### src/design/dotq_pkg.sv
// shared types and constants of the deadline ordered task queue
// no dependencies; imported by every module of the block
package dotq_pkg;

  localparam int MAX_TASKS = 16;
  localparam int ID_BITS   = 8;
  localparam int IDX_W     = $clog2(MAX_TASKS);
  localparam int CNT_W     = $clog2(MAX_TASKS + 1);
  localparam int DL_W      = 64;
  localparam int ORD_W     = 16;
  localparam int TID_W     = 8;

  typedef enum logic [1:0] {
    OP_ENQ  = 2'd0,
    OP_DEQ  = 2'd1,
    OP_PICK = 2'd2,
    OP_NOP  = 2'd3
  } op_t;

  typedef enum logic [2:0] {
    STAT_OK        = 3'd0,
    STAT_FULL      = 3'd1,
    STAT_NOT_FOUND = 3'd2,
    STAT_DUP       = 3'd3,
    STAT_EMPTY     = 3'd4
  } status_t;

  typedef enum logic [1:0] {
    S_IDLE,
    S_SCAN,
    S_DRAIN,
    S_COMMIT
  } state_t;

  // one stored task
  typedef struct packed {
    logic [ID_BITS-1:0] id;
    logic [DL_W-1:0]    deadline;
    logic [ORD_W-1:0]   order;
  } entry_t;

  // entry memory access, one read and one write port
  typedef struct packed {
    logic             rd_en;
    logic [IDX_W-1:0] rd_addr;
    logic             wr_en;
    logic [IDX_W-1:0] wr_addr;
    entry_t           wr_data;
  } ram_req_t;

  // latched operation
  typedef struct packed {
    op_t                op;
    logic [ID_BITS-1:0] id;
    logic [DL_W-1:0]    deadline;
  } op_req_t;

  typedef struct packed {
    status_t          status;
    logic             picked_valid;
    logic [TID_W-1:0] picked_id;
    logic [DL_W-1:0]  picked_deadline;
    logic [CNT_W-1:0] running_count;
  } result_t;

endpackage

### src/design/dotq_entry_ram.sv
// task entry memory: one write port, one read port with registered data
// depends on dotq_pkg for the entry layout and depth
module dotq_entry_ram
  import dotq_pkg::*;
(
  input  logic     clk,
  input  ram_req_t req,
  output entry_t   rd_data
);

  entry_t mem [MAX_TASKS];
  entry_t rd_data_r;

  always_ff @(posedge clk) begin
    if (req.wr_en) begin
      mem[req.wr_addr] <= req.wr_data;
    end
    if (req.rd_en) begin
      rd_data_r <= mem[req.rd_addr];
    end
  end

  assign rd_data = rd_data_r;

endmodule

### src/design/dotq_engine.sv
// operation sequencer: scans the entry memory once per operation (a no-op skips the scan), then commits
// depends on dotq_pkg; drives dotq_entry_ram through a ram_req_t
module dotq_engine
  import dotq_pkg::*;
(
  input  logic               clk,
  input  logic               rst_n,
  input  logic               start,
  input  op_t                start_op,
  input  logic [TID_W-1:0]   start_id,
  input  logic [DL_W-1:0]    start_rel,
  input  logic [DL_W-1:0]    start_now,
  output logic               idle,
  output ram_req_t           ram_req,
  input  entry_t             ram_rd_data,
  output logic               res_valid,
  input  logic               res_ready,
  output result_t            res
);

  state_t             state_r, state_nxt;
  op_req_t            req_r;
  logic [CNT_W-1:0]   scan_cnt_r, scan_cnt_nxt;
  logic               rd_pend_r;
  logic [IDX_W-1:0]   rd_idx_r;
  logic               found_r;
  logic [IDX_W-1:0]   found_idx_r;
  logic               best_valid_r;
  logic [DL_W-1:0]    best_dl_r;
  logic [ORD_W-1:0]   best_age_r;
  logic [ID_BITS-1:0] best_id_r;
  logic [MAX_TASKS-1:0] valid_r;
  logic [ORD_W-1:0]   seq_r;
  logic [CNT_W-1:0]   count_r;

  logic               free_found;
  logic [IDX_W-1:0]   free_idx;
  logic [ORD_W-1:0]   rd_age;
  logic               rd_live;
  logic               rd_better;
  logic               do_enq, do_deq, commit;

  // lowest free slot
  always_comb begin
    free_found = 1'b0;
    free_idx   = '0;
    for (int i = MAX_TASKS - 1; i >= 0; i--) begin
      if (!valid_r[i]) begin
        free_found = 1'b1;
        free_idx   = IDX_W'(i);
      end
    end
  end

  assign rd_live   = rd_pend_r && valid_r[rd_idx_r];
  assign rd_age    = seq_r - ram_rd_data.order;
  assign rd_better = !best_valid_r || (ram_rd_data.deadline < best_dl_r) ||
                     ((ram_rd_data.deadline == best_dl_r) && (rd_age > best_age_r));

  assign commit = (state_r == S_COMMIT) && res_ready;
  assign do_enq = commit && (req_r.op == OP_ENQ) && !found_r && free_found;
  assign do_deq = commit && (req_r.op == OP_DEQ) && found_r;

  // next state
  always_comb begin
    state_nxt    = state_r;
    scan_cnt_nxt = scan_cnt_r;
    unique case (state_r)
      S_IDLE: begin
        scan_cnt_nxt = '0;
        if (start) begin
          state_nxt = (start_op == OP_NOP) ? S_COMMIT : S_SCAN;
        end
      end
      S_SCAN: begin
        scan_cnt_nxt = scan_cnt_r + CNT_W'(1);
        if (scan_cnt_r == CNT_W'(MAX_TASKS - 1)) begin
          state_nxt = S_DRAIN;
        end
      end
      S_DRAIN: begin
        state_nxt = S_COMMIT;
      end
      S_COMMIT: begin
        if (res_ready) begin
          state_nxt = S_IDLE;
        end
      end
      default: state_nxt = S_IDLE;
    endcase
  end

  // outputs
  always_comb begin
    idle              = (state_r == S_IDLE);
    res_valid         = (state_r == S_COMMIT);
    ram_req.rd_en     = (state_r == S_SCAN);
    ram_req.rd_addr   = scan_cnt_r[IDX_W-1:0];
    ram_req.wr_en     = do_enq;
    ram_req.wr_addr   = free_idx;
    ram_req.wr_data.id       = req_r.id;
    ram_req.wr_data.deadline = req_r.deadline;
    ram_req.wr_data.order    = seq_r;

    res                 = '0;
    res.status          = STAT_OK;
    res.running_count   = count_r;
    unique case (req_r.op)
      OP_ENQ: begin
        if (found_r) begin
          res.status = STAT_DUP;
        end else if (!free_found) begin
          res.status = STAT_FULL;
        end else begin
          res.running_count = count_r + CNT_W'(1);
        end
      end
      OP_DEQ: begin
        if (found_r) begin
          res.running_count = count_r - CNT_W'(1);
        end else begin
          res.status = STAT_NOT_FOUND;
        end
      end
      OP_PICK: begin
        if (best_valid_r) begin
          res.picked_valid    = 1'b1;
          res.picked_id       = TID_W'(best_id_r);
          res.picked_deadline = best_dl_r;
        end else begin
          res.status = STAT_EMPTY;
        end
      end
      OP_NOP: res.status = STAT_OK;
      default: res.status = STAT_OK;
    endcase
  end

  // control state
  always_ff @(posedge clk) begin
    if (!rst_n) begin
      state_r    <= S_IDLE;
      scan_cnt_r <= '0;
      rd_pend_r  <= 1'b0;
      valid_r    <= '0;
      seq_r      <= '0;
      count_r    <= '0;
    end else begin
      state_r    <= state_nxt;
      scan_cnt_r <= scan_cnt_nxt;
      rd_pend_r  <= (state_r == S_SCAN);
      if (do_enq) begin
        valid_r[free_idx] <= 1'b1;
        seq_r             <= seq_r + ORD_W'(1);
        count_r           <= count_r + CNT_W'(1);
      end else if (do_deq) begin
        valid_r[found_idx_r] <= 1'b0;
        count_r              <= count_r - CNT_W'(1);
      end
    end
  end

  // operation and scan results
  always_ff @(posedge clk) begin
    rd_idx_r <= scan_cnt_r[IDX_W-1:0];
    if (start && (state_r == S_IDLE)) begin
      req_r.op       <= start_op;
      req_r.id       <= start_id[ID_BITS-1:0];
      req_r.deadline <= start_now + start_rel;
      found_r        <= 1'b0;
      best_valid_r   <= 1'b0;
    end else if (rd_live) begin
      if (ram_rd_data.id == req_r.id) begin
        found_r     <= 1'b1;
        found_idx_r <= rd_idx_r;
      end
      if (rd_better) begin
        best_valid_r <= 1'b1;
        best_dl_r    <= ram_rd_data.deadline;
        best_age_r   <= rd_age;
        best_id_r    <= ram_rd_data.id;
      end
    end
  end

endmodule

### src/design/deadline_ordered_task_queue.sv
// top level of the earliest-deadline-first task queue
// depends on dotq_pkg, dotq_entry_ram and dotq_engine
//
//   input channel in_*: one item per operation. in_tuser carries the opcode
//   (enqueue, dequeue, pick). enqueue stores task_id with deadline
//   now + rel_time (mod 2^64); dequeue removes task_id; pick reports the
//   earliest deadline, older enqueue first on ties, without removing it.
//   result channel out_*: exactly one item per input item, in order, with a
//   status, the picked task and the count of queued tasks afterwards.
//   sequence: enqueue, dequeue and pick read all 16 entries of the entry
//   memory through its single read port, one per cycle, then a drain state
//   takes the last read data and a commit state hands the result on; the
//   next item is taken only once the engine is idle again, so items do not
//   overlap. opcode 3 skips the scan and goes straight to the commit state.
//   reset (rst_n low, synchronous) empties the queue and clears the
//   tie-order sequence; the memory itself is not cleared, entries are
//   tracked by valid flops.
//   back-pressure: the result sits in an output register; a new item is
//   accepted while it waits, and the engine holds its commit until it is free.
module deadline_ordered_task_queue
  import dotq_pkg::*;
(
  input  logic         clk,
  input  logic         rst_n,
  input  logic         in_tvalid,
  output logic         in_tready,
  input  logic [135:0] in_tdata,   // task_id[7:0], rel_time[71:8], now[135:72]
  input  logic [1:0]   in_tuser,   // opcode[1:0]
  output logic         out_tvalid,
  input  logic         out_tready,
  output logic [79:0]  out_tdata,  // status[2:0], picked_id[10:3],
                                   // picked_deadline[74:11], running_count[79:75]
  output logic [0:0]   out_tuser   // picked_valid[0]
);

  ram_req_t ram_req;
  entry_t   ram_rd_data;
  logic     eng_idle;
  logic     res_valid;
  logic     res_ready;
  result_t  res;
  logic     in_fire;

  logic     out_valid_r;
  result_t  out_res_r;

  assign in_tready = eng_idle;
  assign in_fire   = in_tvalid && eng_idle;

  dotq_entry_ram u_ram (
    .clk     (clk),
    .req     (ram_req),
    .rd_data (ram_rd_data)
  );

  dotq_engine u_engine (
    .clk         (clk),
    .rst_n       (rst_n),
    .start       (in_fire),
    .start_op    (op_t'(in_tuser)),
    .start_id    (in_tdata[7:0]),
    .start_rel   (in_tdata[71:8]),
    .start_now   (in_tdata[135:72]),
    .idle        (eng_idle),
    .ram_req     (ram_req),
    .ram_rd_data (ram_rd_data),
    .res_valid   (res_valid),
    .res_ready   (res_ready),
    .res         (res)
  );

  // output register, free when empty or being taken this cycle
  assign res_ready = !out_valid_r || out_tready;

  always_ff @(posedge clk) begin
    if (!rst_n) begin
      out_valid_r <= 1'b0;
    end else if (res_ready) begin
      out_valid_r <= res_valid;
    end
  end

  always_ff @(posedge clk) begin
    if (res_valid && res_ready) begin
      out_res_r <= res;
    end
  end

  assign out_tvalid = out_valid_r;
  assign out_tdata  = {out_res_r.running_count, out_res_r.picked_deadline,
                       out_res_r.picked_id, 3'(out_res_r.status)};
  assign out_tuser  = out_res_r.picked_valid;

endmodule

### config.mk
export PLATFORM = sky130hd
export DESIGN_NAME = deadline_ordered_task_queue
export DESIGN_NICKNAME = d
export VERILOG_FILES = /design/src/design/dotq_pkg.sv /design/src/design/dotq_entry_ram.sv /design/src/design/dotq_engine.sv /design/src/design/deadline_ordered_task_queue.sv
export SDC_FILE = /design/constraint.sdc
export NUM_CORES = 2
export LEC_CHECK = 0
export ABC_AREA = 1
export BUFFER_PORTS_ARGS = -buffer_cell sky130_fd_sc_hd__buf_2
export CORE_ASPECT_RATIO = 1.75
export CORE_UTILIZATION = 39
export CTS_CLUSTER_SIZE = 30
export DETAILED_ROUTE_END_ITERATION = 8
export GPL_TIMING_DRIVEN = 1
export PLACE_DENSITY_LB_ADDON = 0.25
export SLEW_MARGIN = 10
export SYNTH_ARGS = -nofsm -noshare
export SYNTH_HDL_FRONTEND = slang
export SYNTH_SLANG_ARGS = --single-unit
### constraint.sdc
create_clock -name clk -period 21.4 [get_ports clk]
set_clock_uncertainty 0.2 [all_clocks]
set_input_delay 2.14 -clock clk [delete_from_list [all_inputs] [get_ports clk]]
set_output_delay 2.14 -clock clk [all_outputs]
set_load 0.02 [all_outputs]
After elaboration in Yosys (flattened, before gate mapping)
Memory sizes are Yosys's and may differ from the RTL's. A register that Yosys moved wholly into a read port is not among the register bits.
Index checks and enable logic that the tools add are counted.
Word-level totals
  register bits after elaboration: 299
  bits in latches: 0
  memory bits (writable): 1408
  memory bits (read-only): 0
  input port bits: 142
  output and inout bits: 83
  logic and storage cells: 141
  memories kept: 1
Memory list
  u_ram.mem: depth 16, width 88, rd ports 1, clocked after Yosys merged registers in 1, write ports 1, RTL line dotq_entry_ram.sv:11  | entry_t mem [MAX_TASKS];
Cells by class
  add/sub/neg operators: 6
  multipliers: 0
  div/mod/pow operators: 0
  $lt $le $gt $ge: 7
  equality and inequality tests: 13
  shift-type cells: 0
  multiplexer cells: 60
  bitwise gates (word level): 4
  reductions and logical operators: 28
Operator list (number)
  73-bit two-way mux: 1
  64-bit adder: 1
  64-bit equality test: 1
  64-bit less-than comparator: 1
  4-bit two-way mux: 16
  16-bit two-way mux: 2
  5-bit two-way mux: 5
  1-bit two-way mux: 22
  5-bit case mux with 2 select lines: 2
  16-bit by 1-bit adder with 16-bit output (second input constant): 1
  16-bit AND: 1
  16-bit > comparator: 1
  16-bit inverter: 1
  16-bit OR: 1
  16-bit subtractor: 1
  4-bit by 5-bit less-than comparator with 1-bit output (second input constant): 3
  1-bit logical AND: 12
  2-bit two-way mux: 6
  3-bit case mux with 4 select lines: 1
  5-bit by 1-bit adder with 5-bit output (second input constant): 2
  2-bit equality test (second input constant): 5
  3-bit AND reduction: 3
  1-bit demux with 4-bit select: 2
  8-bit equality test: 1
  14 further kinds: 26

Depth between registers and ports, before layout
  word-level depth: 22
  depth in mapped cells: 22
  depth with buffers taken out: 22

Hierarchy
Synthesis repeated with hierarchy kept, for this count alone.
Second synthesis, totals
  cells, all modules: 7764
  area, all modules: 80701.1 µm²
By module, submodules not included
  dotq_entry_ram: instances 1, cells an instance 5778, area an instance 62585.0 µm², sequential area each 44923.1 µm²
  dotq_engine: instances 1, cells an instance 1896, area an instance 15625.0 µm², sequential area each 6005.8 µm²
  deadline_ordered_task_queue: instances 1, cells an instance 90, area an instance 2491.1 µm², sequential area each 2452.4 µm²

Worst setup path before layout
Ideal clock, no wire load.
  kind: input port to flip-flop
  from: input port out_tready
  to: memory u_ram.mem[0][0] (netlist name), enable pin
  setup time: 642 ps
  arrival: 10449 ps
  required time: 20558 ps
  slack: 10109 ps
  stages on the path: 7
  buffers on the path: 1
  cells stage by stage: inv_1 > nand2_1 > nand2_1 > inv_1 > nand2_8 > buf_6 > nor3_1
Between the ends
  cells in the longest elaborated chain, start to end: 7
RTL lines
  start: declaration: RTL line deadline_ordered_task_queue.sv:30  | input logic out_tready,
  1-bit logical OR: RTL line deadline_ordered_task_queue.sv:73  | assign res_ready = !out_valid_r || out_tready;
  1-bit logical AND: RTL line dotq_engine.sv:60  | assign commit = (state_r == S_COMMIT) && res_ready;
  via u_engine.commit: RTL line dotq_engine.sv:41  | logic do_enq, do_deq, commit;
  1-bit logical AND (3 in series): RTL line dotq_engine.sv:61  | assign do_enq = commit && (req_r.op == OP_ENQ) && !found_r && free_found;
  1-bit two-way mux: RTL line dotq_entry_ram.sv:15  | if (req.wr_en) begin
  1-bit two-way mux (implied by the code): RTL line dotq_entry_ram.sv:16  | mem[req.wr_addr] <= req.wr_data;
  end: declaration: RTL line dotq_entry_ram.sv:11
The timed path passes the listed nets, and every way through them passes these cells.

Final worst setup path
  from: register u_engine.seq_r[0]
  to: register u_engine.best_dl_r[6], enable pin
Between the ends
  cells in the longest elaborated chain, start to end: 5
RTL lines
  start: declaration: RTL line dotq_engine.sv:33  | logic [ORD_W-1:0] seq_r;
  start signal: assignment: RTL line dotq_engine.sv:154  | seq_r <= seq_r + ORD_W'(1);
  16-bit subtractor: RTL line dotq_engine.sv:56  | assign rd_age = seq_r - ram_rd_data.order;
  via u_engine.rd_age[14]: RTL line dotq_engine.sv:38  | logic [ORD_W-1:0] rd_age;
  16-bit > comparator: RTL line dotq_engine.sv:58  | ((ram_rd_data.deadline == best_dl_r) && (rd_age > best_age_r));
  1-bit logical AND: RTL line dotq_engine.sv:58
  1-bit logical OR: RTL line dotq_engine.sv:57  | assign rd_better = !best_valid_r || (ram_rd_data.deadline < best_dl_r) ||
  3-bit AND reduction (no line)
  end signal: assignment: RTL line dotq_engine.sv:179  | best_dl_r <= ram_rd_data.deadline;
  end: declaration: RTL line dotq_engine.sv:29  | logic [DL_W-1:0] best_dl_r;
The timed path passes the listed nets, and every way through them passes these cells.
A chain may end at the register's enable or synchronous reset.

==> qor.yml <==
critical_path:
  reg2reg_depth: 21
  required_ns: 21.60
  rrSetupSlack_ns: 15.72
  worstSetupPathType: "flop to flop"
  cp-end-kind: "flop"
  crit_path_start_kind: "flop"
  r2r_start: "u_engine.seq_r[0]"
  cp_max_fo: 56
  cp.arrival_ns: 5.89
  reg2reg_to: "u_engine.best_dl_r[6]"
worst_hold_path:
  whs_endpoint: "u_engine.best_dl_r[61]"
  min_path_type: "flop to flop"
  whs_path_depth: 0
  hp-start: "u_ram.rd_data[77]"
sta:
  min_period_over_period: 0.266
  tightest_slew_ns: 1.28
  setup_viol: 0
  drv_slew: 0
  hold_violations: 0
  holdWs_ns: 0.262
  slew_headroom: 0.146
  rsz0062_at_grt: "no"
  setup_ws_ns: 15.72
  setup_tns_ns: 0
  fmax_ghz: 0.176
  finalCriticalPeriod_ns: 5.68
floorplanning:
  core_um2: 194000
  io_pins: 225
  die_x_um: 336
  die-area_um2: 197000
  row_count: 214
  die_h_um: 586
  initial_core_util: 0.392
final_layout:
  layout.nets: 6251
  fillers: 17679
  syn_to_final_growth_pct: 11.3
  seq_area_um2: 53400
  finalInstanceArea_um2: 84700
  multi_input_area_um2: 19100
  drive_gt1_frac: 0.0930
  postLayoutCoreUtil: 0.436
clocking:
  cts_tree: "done"
  cts-root-buf: "clkbuf_16"
  clk_path_buf_depth: 4
  worstSkewPairLatency_ns: 0.80
  htreeDepth: 4
  cts_resized: 0
  post_cts_buffers: 0
  cts_buffers: 164
  cts_hold_buffers: 0
  clock_sinks: 1795
  path_clk_slew_ns: 0.07
yosys:
  synth_top_area_frac: 0.687
  synth_area_leaders: "edfxtp_1 (69%), mux2i_1 (4.6%), o211ai_1 (3.5%)"
  ys_types: 67
  yosysWarnings: 0
  ys_top_cells_by_count: "edfxtp_1 (1743), inv_1 (673), a21oi_1 (528)"
  yosysMostFrequentCell: "edfxtp_1"
  synth_area_um2: 76100
  synth_edf_count: 1743
  synthFlopType: "edfxtp_1"
  synth_top_area_cell: "edfxtp_1"
  syn_nets: 6077
  synthCells: 5766
  ys_async_sr_fraction: 0
  ys_ff_latch: 1795
  avgSynthCellArea_um2: 13.2
  seq_area_frac_synth: 0.701
drt:
  wl_um: 198000
  viasPerCell: 5.32
  wl_per_cell_um: 22.9
  vias: 45986
  drt-initial-drc-count: 3612
  drtAntennaViolNets: 0
  first_pass_iters: 5
  drc: 0
place:
  dpl.hpwl_um: 111000
  pre_cts_ws_ns: 15.48
  io_buffers: 224
  gp_congestion: 0.907
  placed_area_um2: 80000
power_and_ir_drop:
  power_leakage_nw: 29.1
  peakVddDrop_v: 0.0000901
  p_per_area_nw_per_um2: 101
global_route:
  grt_usage: 0.199
  grt_pass1_wl_um: 291000
  grt_max_degree: 220
  antenna_found_initial: 1
  grt_pass1_vias: 45899
  overflow: 0
flow_run:
  cap_violations: 0
status:
  status: "finished, final reports clean"
==> how the worst max path moves through the flow <==
stage                       from  depth (start not counted)                endpoint  slack [ns]
2_1_floorplan         out_tready                          7         u_ram.mem[0][0]       10.11
3_3_place_gp          out_tready                         10         u_ram.mem[5][0]       15.49
3_5_place_dp          out_tready                         10        u_ram.mem[5][38]       15.48
4_1_cts        u_engine.seq_r[0]                         21  u_engine.best_dl_r[22]       15.68
5_1_grt        u_engine.seq_r[0]                         21  u_engine.best_dl_r[22]       15.20
6_report       u_engine.seq_r[0]                         21   u_engine.best_dl_r[6]       15.72
==> worst max-delay path: stages, from the launching register on <==
cell and delay [ns]:
dfxtp_1 0.79, inv_1 0.27, ha_1 0.30, fa_1 0.44
o31ai_1 0.40, nand3_1 0.14, o2111ai_1 0.16, a21oi_1 0.12
nor2_1 0.11, nor2_1 0.06, xnor2_1 0.21, ha_1 0.29
nand4_1 0.07, inv_1 0.05, nand2_1 0.09, nor4_1 0.06
nor3_1 0.14, nand2_1 0.13, nor2_1 0.13, a21oi_1 0.12
a21oi_4 0.16, buf_4 0.72
==> layout make-up <==
class,instances,area share
diodes,2,0.0000591
clock buffers,208,0.0509
clock inverters,70,0.00459
inverters,683,0.0317
multi-input cells,3020,0.226
flip-flops and latches,1795,0.630
well taps,2592,0.0383
repair buffers,276,0.0186
==> per-layer routing <==
layer	vias up	track usage	part of all wire
met2	1128	0.365	0.52
met1	23095	0.240	0.41
li1	21425	-	-
met3	338	0.0185	0.037
met4	0	0.0735	0.036
met5	-	0	0
==> flip-flops by register name, summed over array words and instances, names as in the netlist, 8 cells and up <==
register             count
u_engine.ram_req        72
u_engine.valid_r        16
u_ram.mem             1408
u_engine.best_id_r       8
out_tdata               80
u_ram.rd_data           88
u_engine.best_dl_r      64
u_engine.seq_r          16
u_engine.best_age_r     16
==> power by group <==
part	total, mW	leakage (nW)	switching [mW]	internal [mW]
registers	4.48	16.3	0.260	4.22
clock network	2.70	2.29	1.25	1.45
logic	1.36	10.5	0.880	0.478
total	8.54	29.1	2.39	6.14
==> stage by stage <==
stage                     power (mW)  std cells
final                           8.54       8646
after detailed placement        5.93       8366
after global placement          5.90       8366
after CTS                       8.61       8644
after global routing            8.88       8645
after floorplan                 5.43       5766
==> placed cells by master (no fill, tap or decap), types with 39 or more instances in the layout <==
cell type  instances
edfxtp_1        1743
ha_1             166
dfxtp_1           48
o21ai_0          520
a21oi_1          527
inv_1            658
clkbuf_1          41
buf_2            224
buf_4             47
nand2_1          396
o211ai_1         358
nor2_1           238
nand3_1          183
clkbuf_16        165
mux2i_1          352
xor2_1            54
clkinv_1          39
==> cells by family after synthesis <==
family / count (synthesis) / share of synthesized area
flip-flops: 1795 / 0.701
AO/OA/AOI/OAI: 1495 / 0.113
buffers and inverters: 951 / 0.0485
AND/OR/NAND/NOR: 926 / 0.0538
multiplexers: 352 / 0.0463
adder cells (fa/ha/maj): 169 / 0.0280
XOR/XNOR: 78 / 0.00897
No activity file was read; power rests on OpenSTA's default activity.
